**src/rtl/core/lirs_pkg.sv**
```systemverilog
// shared constants, types and codes for the linear interpolation resampler
package lirs_pkg;

    localparam int FRAC_BITS_DEF   = 24;
    localparam int SAMPLE_BITS_DEF = 16;
    localparam int PHASE_INT_BITS  = 3;
    localparam int MAX_RESULTS     = 6;
    localparam int QUEUE_DEPTH     = 2;

    localparam logic [0:0] CFG_PHASE_STEP = 1'd0;
    localparam logic [0:0] CFG_MONO       = 1'd1;

    typedef enum logic [1:0] {
        PRIME_EMPTY,
        PRIME_HALF,
        PRIME_FULL
    } prime_state_t;

    typedef enum logic [1:0] {
        BK_IDLE,
        BK_CALC,
        BK_EMIT
    } back_state_t;

    typedef struct packed {
        logic full;
        logic empty;
    } queue_status_t;

endpackage

```
**src/rtl/core/linear_interp_resampler_top.sv**
```systemverilog
// top level of the stereo linear interpolation resampler
// path: an accepted item waits in the queue, which keeps taking items until full; the back
//   end pops one when idle, then per output frame due multiplies (BK_CALC) and adds into
//   the output register (BK_EMIT), waiting there for the receiver; with none due it goes idle
// reset: synchronous active low; clears pair, phase and priming state, phase_step
//   returns to 1.0 and mono_source to 0; no clearing pass
module linear_interp_resampler_top #(
    parameter int SAMPLE_BITS = lirs_pkg::SAMPLE_BITS_DEF,
    parameter int FRAC_BITS   = lirs_pkg::FRAC_BITS_DEF,
    parameter int PHASE_W     = FRAC_BITS + lirs_pkg::PHASE_INT_BITS
) (
    input  logic                          aclk,
    input  logic                          aresetn,
    input  logic                          cfg_write,
    input  logic [0:0]                    cfg_index,
    input  logic [PHASE_W-1:0]            cfg_wdata,
    input  logic                          s_valid,
    output logic                          s_ready,
    input  logic signed [SAMPLE_BITS-1:0] s_left_sample,
    input  logic signed [SAMPLE_BITS-1:0] s_right_sample,
    input  logic                          s_source_done,
    output logic                          m_valid,
    input  logic                          m_ready,
    output logic signed [SAMPLE_BITS-1:0] m_out_left,
    output logic signed [SAMPLE_BITS-1:0] m_out_right,
    output logic                          m_last_of_run
);
    import lirs_pkg::*;

    localparam int JOB_W = 4 * SAMPLE_BITS + 1;
    localparam logic [PHASE_W-1:0] STEP_RESET = PHASE_W'(1) << FRAC_BITS;

    logic [PHASE_W-1:0] phase_step_reg;
    logic               mono_reg;
    queue_status_t      q_status;
    logic               q_push, q_pop;
    logic [JOB_W-1:0]   q_in_job, q_out_job;

    always_ff @(posedge aclk) begin
        if (!aresetn) begin
            phase_step_reg <= STEP_RESET;
            mono_reg       <= 1'b0;
        end else if (cfg_write) begin
            case (cfg_index)
                CFG_PHASE_STEP: phase_step_reg <= cfg_wdata;
                CFG_MONO:       mono_reg       <= cfg_wdata[0];
                default:        mono_reg       <= mono_reg;
            endcase
        end
    end

    lirs_front #(
        .SAMPLE_BITS (SAMPLE_BITS),
        .JOB_W       (JOB_W)
    ) u_front (
        .aclk           (aclk),
        .aresetn        (aresetn),
        .mono_source    (mono_reg),
        .s_valid        (s_valid),
        .s_ready        (s_ready),
        .s_left_sample  (s_left_sample),
        .s_right_sample (s_right_sample),
        .s_source_done  (s_source_done),
        .q_status       (q_status),
        .q_push         (q_push),
        .q_job          (q_in_job)
    );

    lirs_queue #(
        .WIDTH (JOB_W)
    ) u_queue (
        .aclk      (aclk),
        .aresetn   (aresetn),
        .push      (q_push),
        .push_data (q_in_job),
        .pop       (q_pop),
        .pop_data  (q_out_job),
        .status    (q_status)
    );

    lirs_back #(
        .SAMPLE_BITS (SAMPLE_BITS),
        .FRAC_BITS   (FRAC_BITS),
        .PHASE_W     (PHASE_W),
        .JOB_W       (JOB_W)
    ) u_back (
        .aclk          (aclk),
        .aresetn       (aresetn),
        .phase_step    (phase_step_reg),
        .q_status      (q_status),
        .q_job         (q_out_job),
        .q_pop         (q_pop),
        .m_valid       (m_valid),
        .m_ready       (m_ready),
        .m_out_left    (m_out_left),
        .m_out_right   (m_out_right),
        .m_last_of_run (m_last_of_run)
    );

endmodule

```
**src/rtl/core/lirs_front.sv**
```systemverilog
// front end: source item intake, priming, frame pair shift and end detection
module lirs_front #(
    parameter int SAMPLE_BITS = lirs_pkg::SAMPLE_BITS_DEF,
    parameter int JOB_W       = 4 * SAMPLE_BITS + 1
) (
    input  logic                          aclk,
    input  logic                          aresetn,
    input  logic                          mono_source,
    input  logic                          s_valid,
    output logic                          s_ready,
    input  logic signed [SAMPLE_BITS-1:0] s_left_sample,
    input  logic signed [SAMPLE_BITS-1:0] s_right_sample,
    input  logic                          s_source_done,
    input  lirs_pkg::queue_status_t       q_status,
    output logic                          q_push,
    output logic [JOB_W-1:0]              q_job
);
    import lirs_pkg::*;

    prime_state_t prime_reg, prime_next;
    logic         ended_reg, ended_next;
    logic signed [SAMPLE_BITS-1:0] prev_l_reg, prev_r_reg, cur_l_reg, cur_r_reg;
    logic signed [SAMPLE_BITS-1:0] l_in, r_in;
    logic accept;
    logic end_now;

    always_comb begin
        l_in = s_source_done ? '0 : s_left_sample;
        r_in = s_source_done ? '0 : (mono_source ? s_left_sample : s_right_sample);
    end

    assign accept = s_valid && s_ready;
    // current pair becomes the previous one; all zero plus end marker stops the stream
    assign end_now = s_source_done && (cur_l_reg == '0) && (cur_r_reg == '0);

    // next state
    always_comb begin
        prime_next = prime_reg;
        ended_next = ended_reg;
        if (accept && !ended_reg) begin
            case (prime_reg)
                PRIME_EMPTY: begin
                    prime_next = PRIME_HALF;
                    ended_next = s_source_done;
                end
                PRIME_HALF: begin
                    prime_next = PRIME_FULL;
                end
                PRIME_FULL: begin
                    ended_next = end_now;
                end
                default: begin
                    prime_next = PRIME_EMPTY;
                end
            endcase
        end
    end

    // outputs
    always_comb begin
        s_ready = ended_reg || (prime_reg == PRIME_EMPTY) || !q_status.full;
        q_push  = 1'b0;
        q_job   = {1'b0, prev_l_reg, prev_r_reg, l_in, r_in};
        if (accept && !ended_reg) begin
            case (prime_reg)
                PRIME_HALF: begin
                    q_push = 1'b1;
                    q_job  = {1'b0, prev_l_reg, prev_r_reg, l_in, r_in};
                end
                PRIME_FULL: begin
                    q_push = !end_now;
                    q_job  = {1'b1, cur_l_reg, cur_r_reg, l_in, r_in};
                end
                default: begin
                    q_push = 1'b0;
                end
            endcase
        end
    end

    always_ff @(posedge aclk) begin
        if (!aresetn) begin
            prime_reg <= PRIME_EMPTY;
            ended_reg <= 1'b0;
        end else begin
            prime_reg <= prime_next;
            ended_reg <= ended_next;
        end
    end

    always_ff @(posedge aclk) begin
        if (!aresetn) begin
            prev_l_reg <= '0;
            prev_r_reg <= '0;
            cur_l_reg  <= '0;
            cur_r_reg  <= '0;
        end else if (accept && !ended_reg) begin
            case (prime_reg)
                PRIME_EMPTY: begin
                    prev_l_reg <= l_in;
                    prev_r_reg <= r_in;
                end
                PRIME_HALF: begin
                    cur_l_reg <= l_in;
                    cur_r_reg <= r_in;
                end
                default: begin
                    prev_l_reg <= cur_l_reg;
                    prev_r_reg <= cur_r_reg;
                    cur_l_reg  <= l_in;
                    cur_r_reg  <= r_in;
                end
            endcase
        end
    end

endmodule

```
**src/rtl/core/lirs_queue.sv**
```systemverilog
// short job queue between the front end and the interpolation engine
module lirs_queue #(
    parameter int WIDTH = 4 * lirs_pkg::SAMPLE_BITS_DEF + 1
) (
    input  logic                    aclk,
    input  logic                    aresetn,
    input  logic                    push,
    input  logic [WIDTH-1:0]        push_data,
    input  logic                    pop,
    output logic [WIDTH-1:0]        pop_data,
    output lirs_pkg::queue_status_t status
);
    import lirs_pkg::*;

    localparam int PTR_W = (QUEUE_DEPTH > 1) ? $clog2(QUEUE_DEPTH) : 1;
    localparam int CNT_W = $clog2(QUEUE_DEPTH + 1);
    localparam logic [PTR_W-1:0] PTR_LAST = PTR_W'(QUEUE_DEPTH - 1);
    localparam logic [CNT_W-1:0] CNT_FULL = CNT_W'(QUEUE_DEPTH);

    logic [WIDTH-1:0] mem [QUEUE_DEPTH];
    logic [PTR_W-1:0] wr_ptr_reg, rd_ptr_reg;
    logic [CNT_W-1:0] count_reg;
    logic do_push, do_pop;

    assign status.full  = (count_reg == CNT_FULL);
    assign status.empty = (count_reg == '0);
    assign do_push      = push && !status.full;
    assign do_pop       = pop && !status.empty;
    assign pop_data     = mem[rd_ptr_reg];

    always_ff @(posedge aclk) begin
        if (do_push) begin
            mem[wr_ptr_reg] <= push_data;
        end
    end

    always_ff @(posedge aclk) begin
        if (!aresetn) begin
            wr_ptr_reg <= '0;
            rd_ptr_reg <= '0;
            count_reg  <= '0;
        end else begin
            if (do_push) begin
                wr_ptr_reg <= (wr_ptr_reg == PTR_LAST) ? '0 : wr_ptr_reg + 1'b1;
            end
            if (do_pop) begin
                rd_ptr_reg <= (rd_ptr_reg == PTR_LAST) ? '0 : rd_ptr_reg + 1'b1;
            end
            if (do_push && !do_pop) begin
                count_reg <= count_reg + 1'b1;
            end else if (do_pop && !do_push) begin
                count_reg <= count_reg - 1'b1;
            end
        end
    end

endmodule

```
**src/rtl/core/lirs_back.sv**
```systemverilog
// back end: phase accumulator and interpolation of output frames
module lirs_back #(
    parameter int SAMPLE_BITS = lirs_pkg::SAMPLE_BITS_DEF,
    parameter int FRAC_BITS   = lirs_pkg::FRAC_BITS_DEF,
    parameter int PHASE_W     = FRAC_BITS + lirs_pkg::PHASE_INT_BITS,
    parameter int JOB_W       = 4 * SAMPLE_BITS + 1
) (
    input  logic                          aclk,
    input  logic                          aresetn,
    input  logic [PHASE_W-1:0]            phase_step,
    input  lirs_pkg::queue_status_t       q_status,
    input  logic [JOB_W-1:0]              q_job,
    output logic                          q_pop,
    output logic                          m_valid,
    input  logic                          m_ready,
    output logic signed [SAMPLE_BITS-1:0] m_out_left,
    output logic signed [SAMPLE_BITS-1:0] m_out_right,
    output logic                          m_last_of_run
);
    import lirs_pkg::*;

    localparam int PROD_W = SAMPLE_BITS + FRAC_BITS + 2;
    localparam int CNT_W  = $clog2(MAX_RESULTS);
    localparam logic [CNT_W-1:0] CNT_LAST = CNT_W'(MAX_RESULTS - 1);
    localparam logic [PHASE_W-1:0] PHASE_ONE = PHASE_W'(1) << FRAC_BITS;

    back_state_t state_reg, state_next;

    logic [PHASE_W-1:0] phase_reg;
    logic [CNT_W-1:0]   cnt_reg;
    logic signed [SAMPLE_BITS-1:0] prev_l_reg, prev_r_reg, cur_l_reg, cur_r_reg;
    logic signed [PROD_W-1:0]      prod_l_reg, prod_r_reg;
    logic                          m_valid_reg, m_last_reg;
    logic signed [SAMPLE_BITS-1:0] m_left_reg, m_right_reg;

    logic                          job_sub;
    logic signed [SAMPLE_BITS-1:0] job_pl, job_pr, job_cl, job_cr;
    logic [PHASE_W-1:0]            phase_in;
    logic                          below_one;
    logic                          out_free;
    logic                          calc_en, emit_en;
    logic [PHASE_W:0]              phase_sum;
    logic [PHASE_W-1:0]            phase_adv;
    logic                          last_now;
    logic signed [SAMPLE_BITS:0]   diff_l, diff_r;
    logic signed [FRAC_BITS:0]     frac_s;
    logic signed [PROD_W-1:0]      sum_l, sum_r;

    assign {job_sub, job_pl, job_pr, job_cl, job_cr} = q_job;

    // a new frame lowers the phase by one, saturating at zero
    always_comb begin
        phase_in = phase_reg;
        if (job_sub) begin
            phase_in = (phase_reg >= PHASE_ONE) ? phase_reg - PHASE_ONE : '0;
        end
    end

    assign below_one = (phase_reg[PHASE_W-1:FRAC_BITS] == '0);
    assign out_free  = !m_valid_reg || m_ready;

    assign phase_sum = {1'b0, phase_reg} + {1'b0, phase_step};
    assign phase_adv = phase_sum[PHASE_W] ? '1 : phase_sum[PHASE_W-1:0];
    assign last_now  = (phase_adv[PHASE_W-1:FRAC_BITS] != '0) || (cnt_reg == CNT_LAST);

    assign diff_l = (SAMPLE_BITS+1)'(cur_l_reg) - (SAMPLE_BITS+1)'(prev_l_reg);
    assign diff_r = (SAMPLE_BITS+1)'(cur_r_reg) - (SAMPLE_BITS+1)'(prev_r_reg);
    assign frac_s = {1'b0, phase_reg[FRAC_BITS-1:0]};

    // arithmetic shift of the product gives the floor
    assign sum_l = PROD_W'(prev_l_reg) + (prod_l_reg >>> FRAC_BITS);
    assign sum_r = PROD_W'(prev_r_reg) + (prod_r_reg >>> FRAC_BITS);

    // next state
    always_comb begin
        state_next = state_reg;
        case (state_reg)
            BK_IDLE: begin
                if (!q_status.empty) begin
                    state_next = BK_CALC;
                end
            end
            BK_CALC: begin
                state_next = below_one ? BK_EMIT : BK_IDLE;
            end
            BK_EMIT: begin
                if (out_free) begin
                    state_next = last_now ? BK_IDLE : BK_CALC;
                end
            end
            default: begin
                state_next = BK_IDLE;
            end
        endcase
    end

    // outputs
    always_comb begin
        q_pop   = 1'b0;
        calc_en = 1'b0;
        emit_en = 1'b0;
        case (state_reg)
            BK_IDLE: q_pop   = !q_status.empty;
            BK_CALC: calc_en = below_one;
            BK_EMIT: emit_en = out_free;
            default: q_pop   = 1'b0;
        endcase
    end

    always_ff @(posedge aclk) begin
        if (!aresetn) begin
            state_reg   <= BK_IDLE;
            phase_reg   <= '0;
            cnt_reg     <= '0;
            m_valid_reg <= 1'b0;
        end else begin
            state_reg <= state_next;
            if (q_pop) begin
                phase_reg <= phase_in;
                cnt_reg   <= '0;
            end else if (emit_en) begin
                phase_reg <= phase_adv;
                cnt_reg   <= cnt_reg + 1'b1;
            end
            if (emit_en) begin
                m_valid_reg <= 1'b1;
            end else if (m_ready) begin
                m_valid_reg <= 1'b0;
            end
        end
    end

    always_ff @(posedge aclk) begin
        if (q_pop) begin
            prev_l_reg <= job_pl;
            prev_r_reg <= job_pr;
            cur_l_reg  <= job_cl;
            cur_r_reg  <= job_cr;
        end
        if (calc_en) begin
            prod_l_reg <= diff_l * frac_s;
            prod_r_reg <= diff_r * frac_s;
        end
        if (emit_en) begin
            m_left_reg  <= sum_l[SAMPLE_BITS-1:0];
            m_right_reg <= sum_r[SAMPLE_BITS-1:0];
            m_last_reg  <= last_now;
        end
    end

    assign m_valid       = m_valid_reg;
    assign m_out_left    = m_left_reg;
    assign m_out_right   = m_right_reg;
    assign m_last_of_run = m_last_reg;

endmodule

```
**config.mk**
```make
export PLATFORM = sky130hd
export DESIGN_NAME = linear_interp_resampler_top
export DESIGN_NICKNAME = d
export VERILOG_FILES = /design/src/rtl/core/lirs_pkg.sv /design/src/rtl/core/linear_interp_resampler_top.sv /design/src/rtl/core/lirs_front.sv /design/src/rtl/core/lirs_queue.sv /design/src/rtl/core/lirs_back.sv
export SDC_FILE = /design/constraint.sdc
export NUM_CORES = 2
export LEC_CHECK = 0
export ABC_AREA = 1
export BUFFER_PORTS_ARGS = -buffer_cell sky130_fd_sc_hd__buf_4
export CORE_ASPECT_RATIO = 0.5
export CORE_MARGIN = 5
export CORE_UTILIZATION = 35
export DETAILED_ROUTE_END_ITERATION = 8
export GPL_TIMING_DRIVEN = 0
export SLEW_MARGIN = 10
export SYNTH_ARGS = -nofsm -noshare
export SYNTH_HDL_FRONTEND = slang
export SYNTH_HIERARCHICAL = 1
export SYNTH_SLANG_ARGS = --single-unit
```
**constraint.sdc**
```tcl
create_clock -name aclk -period 19.56 [get_ports aclk]
set_clock_uncertainty 0.15 [all_clocks]
set_input_delay 5.868 -clock aclk [delete_from_list [all_inputs] [get_ports aclk]]
set_output_delay 5.868 -clock aclk [all_outputs]
set_load 0.02 [all_outputs]
```
==> results.json <==
{
  "ys_seq_area_frac": 0.2231,
  "largest_register_ffs": 130,
  "fin_util": 0.3882,
  "setup_tns_ns": 0,
  "ctsHoldBuffers": 0,
  "cts_tree": "built",
  "cts.path.max_buffers": 3,
  "seq_area_sq_um": 10440,
  "postCtsSetupBuffers": 0,
  "rows": 94,
  "synth_compound_area_frac": 0.06828,
  "grt_pass1_vias": 36746,
  "grt_max_degree": 34,
  "gp_congestion": 0.9784,
  "setup_viol": 0,
  "clockRootBuffer": "clkbuf_16",
  "nFillCells": 13737,
  "routed_via_density": 4.979,
  "synthDominantAreaCellType": "fa_1",
  "cts_resized": 0,
  "synth_seq_cells": 392,
  "critical-path-slowest-cell": "clkbuf_1",
  "fin_area_sq_um": 51310,
  "numPortBuffers": 100,
  "worstMarginPinSlew_ns": 1.238,
  "grt-ovfl-total": 0,
  "nets": 6802,
  "fp.coreArea_sq_um": 132200,
  "initial_core_util": 0.3540,
  "critPathKind": "reg -> reg",
  "ant_nets": 0,
  "crit_top_cell": "fa_1",
  "synth-xor-area-share": 0.01401,
  "cap_violations": 0,
  "endpoint_kind": "flop",
  "drc": 0,
  "fp.dieW_um": 527.2,
  "placed_area_sq_um": 49940,
  "synthArstFlopShare": 0,
  "arrival_ns": 8.95,
  "critPathLaunchType": "flop",
  "placed_cells": 7453,
  "antenna_found_initial": 7,
  "final_common_cell": "inv_1",
  "powerDensity_nw_per_um2": 74.36,
  "cts_buffers": 43,
  "synth-edff-count": 259,
  "crit_family": "adder cells",
  "first_pass_iters": 6,
  "drt-initial-drc-count": 3488,
  "leakage_nw": 24.79,
  "rsz0062_at_grt": "no",
  "avgRoutedWirePerCell_um": 19.05,
  "synth_top_cells_by_area": "fa_1, edfxtp_1, inv_1, ha_1, nand2_1",
  "multi_input_area_sq_um": 30750,
  "dp_hpwl_mm": 119.0,
  "hold_class": "reg -> reg",
  "track_usage": 0.2027,
  "layout_common_cells": "inv_1, nand2_1, fa_1",
  "die_y_um": 268.6,
  "fmax_ghz": 0.1139,
  "ios": 101,
  "final_cells": 7533,
  "cp_num_buf_inv": 7,
  "crit_path_max_incr_delay_ns": 0.69,
  "syn_area_sq_um": 46800,
  "post-route-period-util": 0.4490,
  "grt_pass1_wl_mm": 220.4,
  "synth_top_family_by_area": "adder cells",
  "cts_sinks": 392,
  "slew_violations": 0,
  "synthFlopType": "edfxtp_1",
  "area_growth_pct": 9.637,
  "required_ns": 19.73,
  "yosys_warnings": 6,
  "yosys.area.top_type_share": 0.2827,
  "ir_drop_mv": 0.04940,
  "hold_viol": 0,
  "synthesis.instances": 5570,
  "hold_ws_ns": 0.2979,
  "relSlewSlack": 0.1686,
  "die_area_sq_um": 141600,
  "clock_latency_ns": 0.60,
  "status": "finished clean",
  "clkTransAtPathRegs_ns": 0.06,
  "h-tree-depth": 2,
  "synth_simple_gate_area_share": 0.1769,
  "min_period_ns": 8.783,
  "synthMuxAreaShare": 0.02037,
  "final_layout_size_suffix_gt1_frac": 0.06897,
  "syn_nets": 6650,
  "vias": 37504,
  "wl_mm": 143.5,
  "syn_avg_cell_area_sq_um": 8.403,
  "crit_path_max_fanout": 10,
  "synthAdderAreaFrac": 0.3771,
  "ys_types": 57
}
[area by class of cell]
class	count	share of cell area
repair buffers	107	0.01736
inverters	1236	0.09041
plain buffers	217	0.01936
diodes	1	0.00004877
clock inverters	21	0.002853
well taps	1776	0.04330
flip-flops and latches	392	0.2035
clock buffers	58	0.02387
multi-input cells	3725	0.5993
[cell usage after synthesis (26+ instances only)]
master    count
nand3_1     269
inv_1      1224
nand2_1    1003
nor2_1      577
mux2_4       50
xor2_1       55
o21ai_0     201
edfxtp_1    259
ha_1        353
clkbuf_1    137
buf_2        54
nor3_1       28
dfxtp_1     133
fa_1        661
nand4_1      26
a21oi_1     270
[per-stage QoR]
| step | power, mW | setup WS (ns) |
|---|---|---|
| 3_3_place_gp | 2.972 | 7.531 |
| 3_5_place_dp | 2.982 | 10.98 |
| 4_1_cts | 3.800 | 10.95 |
| 5_1_grt | 4.084 | 10.38 |
| 2_1_floorplan | 2.316 | 9.613 |
| 6_report | 3.816 | 10.78 |
[tightest hold or removal path, stage by stage (launching register included)]
cell     delay [ns]
dfxtp_1        0.30
inv_1          0.05
a21oi_1        0.05
[power breakdown]
| group | internal, mW | total, mW | switching [mW] | leakage [nW] |
|---|---|---|---|---|
| sequential | 1.02 | 1.06 | 0.0455 | 3.46 |
| clock | 0.444 | 0.795 | 0.351 | 0.678 |
| combinational | 0.591 | 1.96 | 1.37 | 20.7 |
[routing by layer]
layer	routed length (um)	share of wire	track usage	up-vias
met5	0	0	0	-
met4	3304	0.023	0.04352	0
met3	14520	0.10	0.04875	189
met2	58500	0.41	0.2979	1479
met1	67210	0.47	0.3024	18419
li1	-	-	-	17417
[path summary, 6_finish.rpt]
kind / slack (ns) / cells past startpoint / end / start
worst min register to register: 0.30 / 2 / u_front/prev_l_reg[1]$_SDFFE_PN0P_ / u_front/prev_l_reg[1]$_SDFFE_PN0P_
worst max-delay path: 10.78 / 29 / u_back/prod_r_reg[35]$_DFFE_PP_ / u_back/prev_r_reg[0]$_DFFE_PP_
worst min-delay path: 0.30 / 2 / u_front/prev_l_reg[1]$_SDFFE_PN0P_ / u_front/prev_l_reg[1]$_SDFFE_PN0P_
worst max register to register: 10.78 / 29 / u_back/prod_r_reg[35]$_DFFE_PP_ / u_back/prev_r_reg[0]$_DFFE_PP_
[kinds of logic after synthesis]
logic type / count (synthesis)
simple gates: 1986
buf+inv: 1453
fa+ha+maj: 1014
compound gates: 583
flops: 392
xor+xnor: 74
mux: 68
No activity file was read; power rests on OpenSTA's default activity.
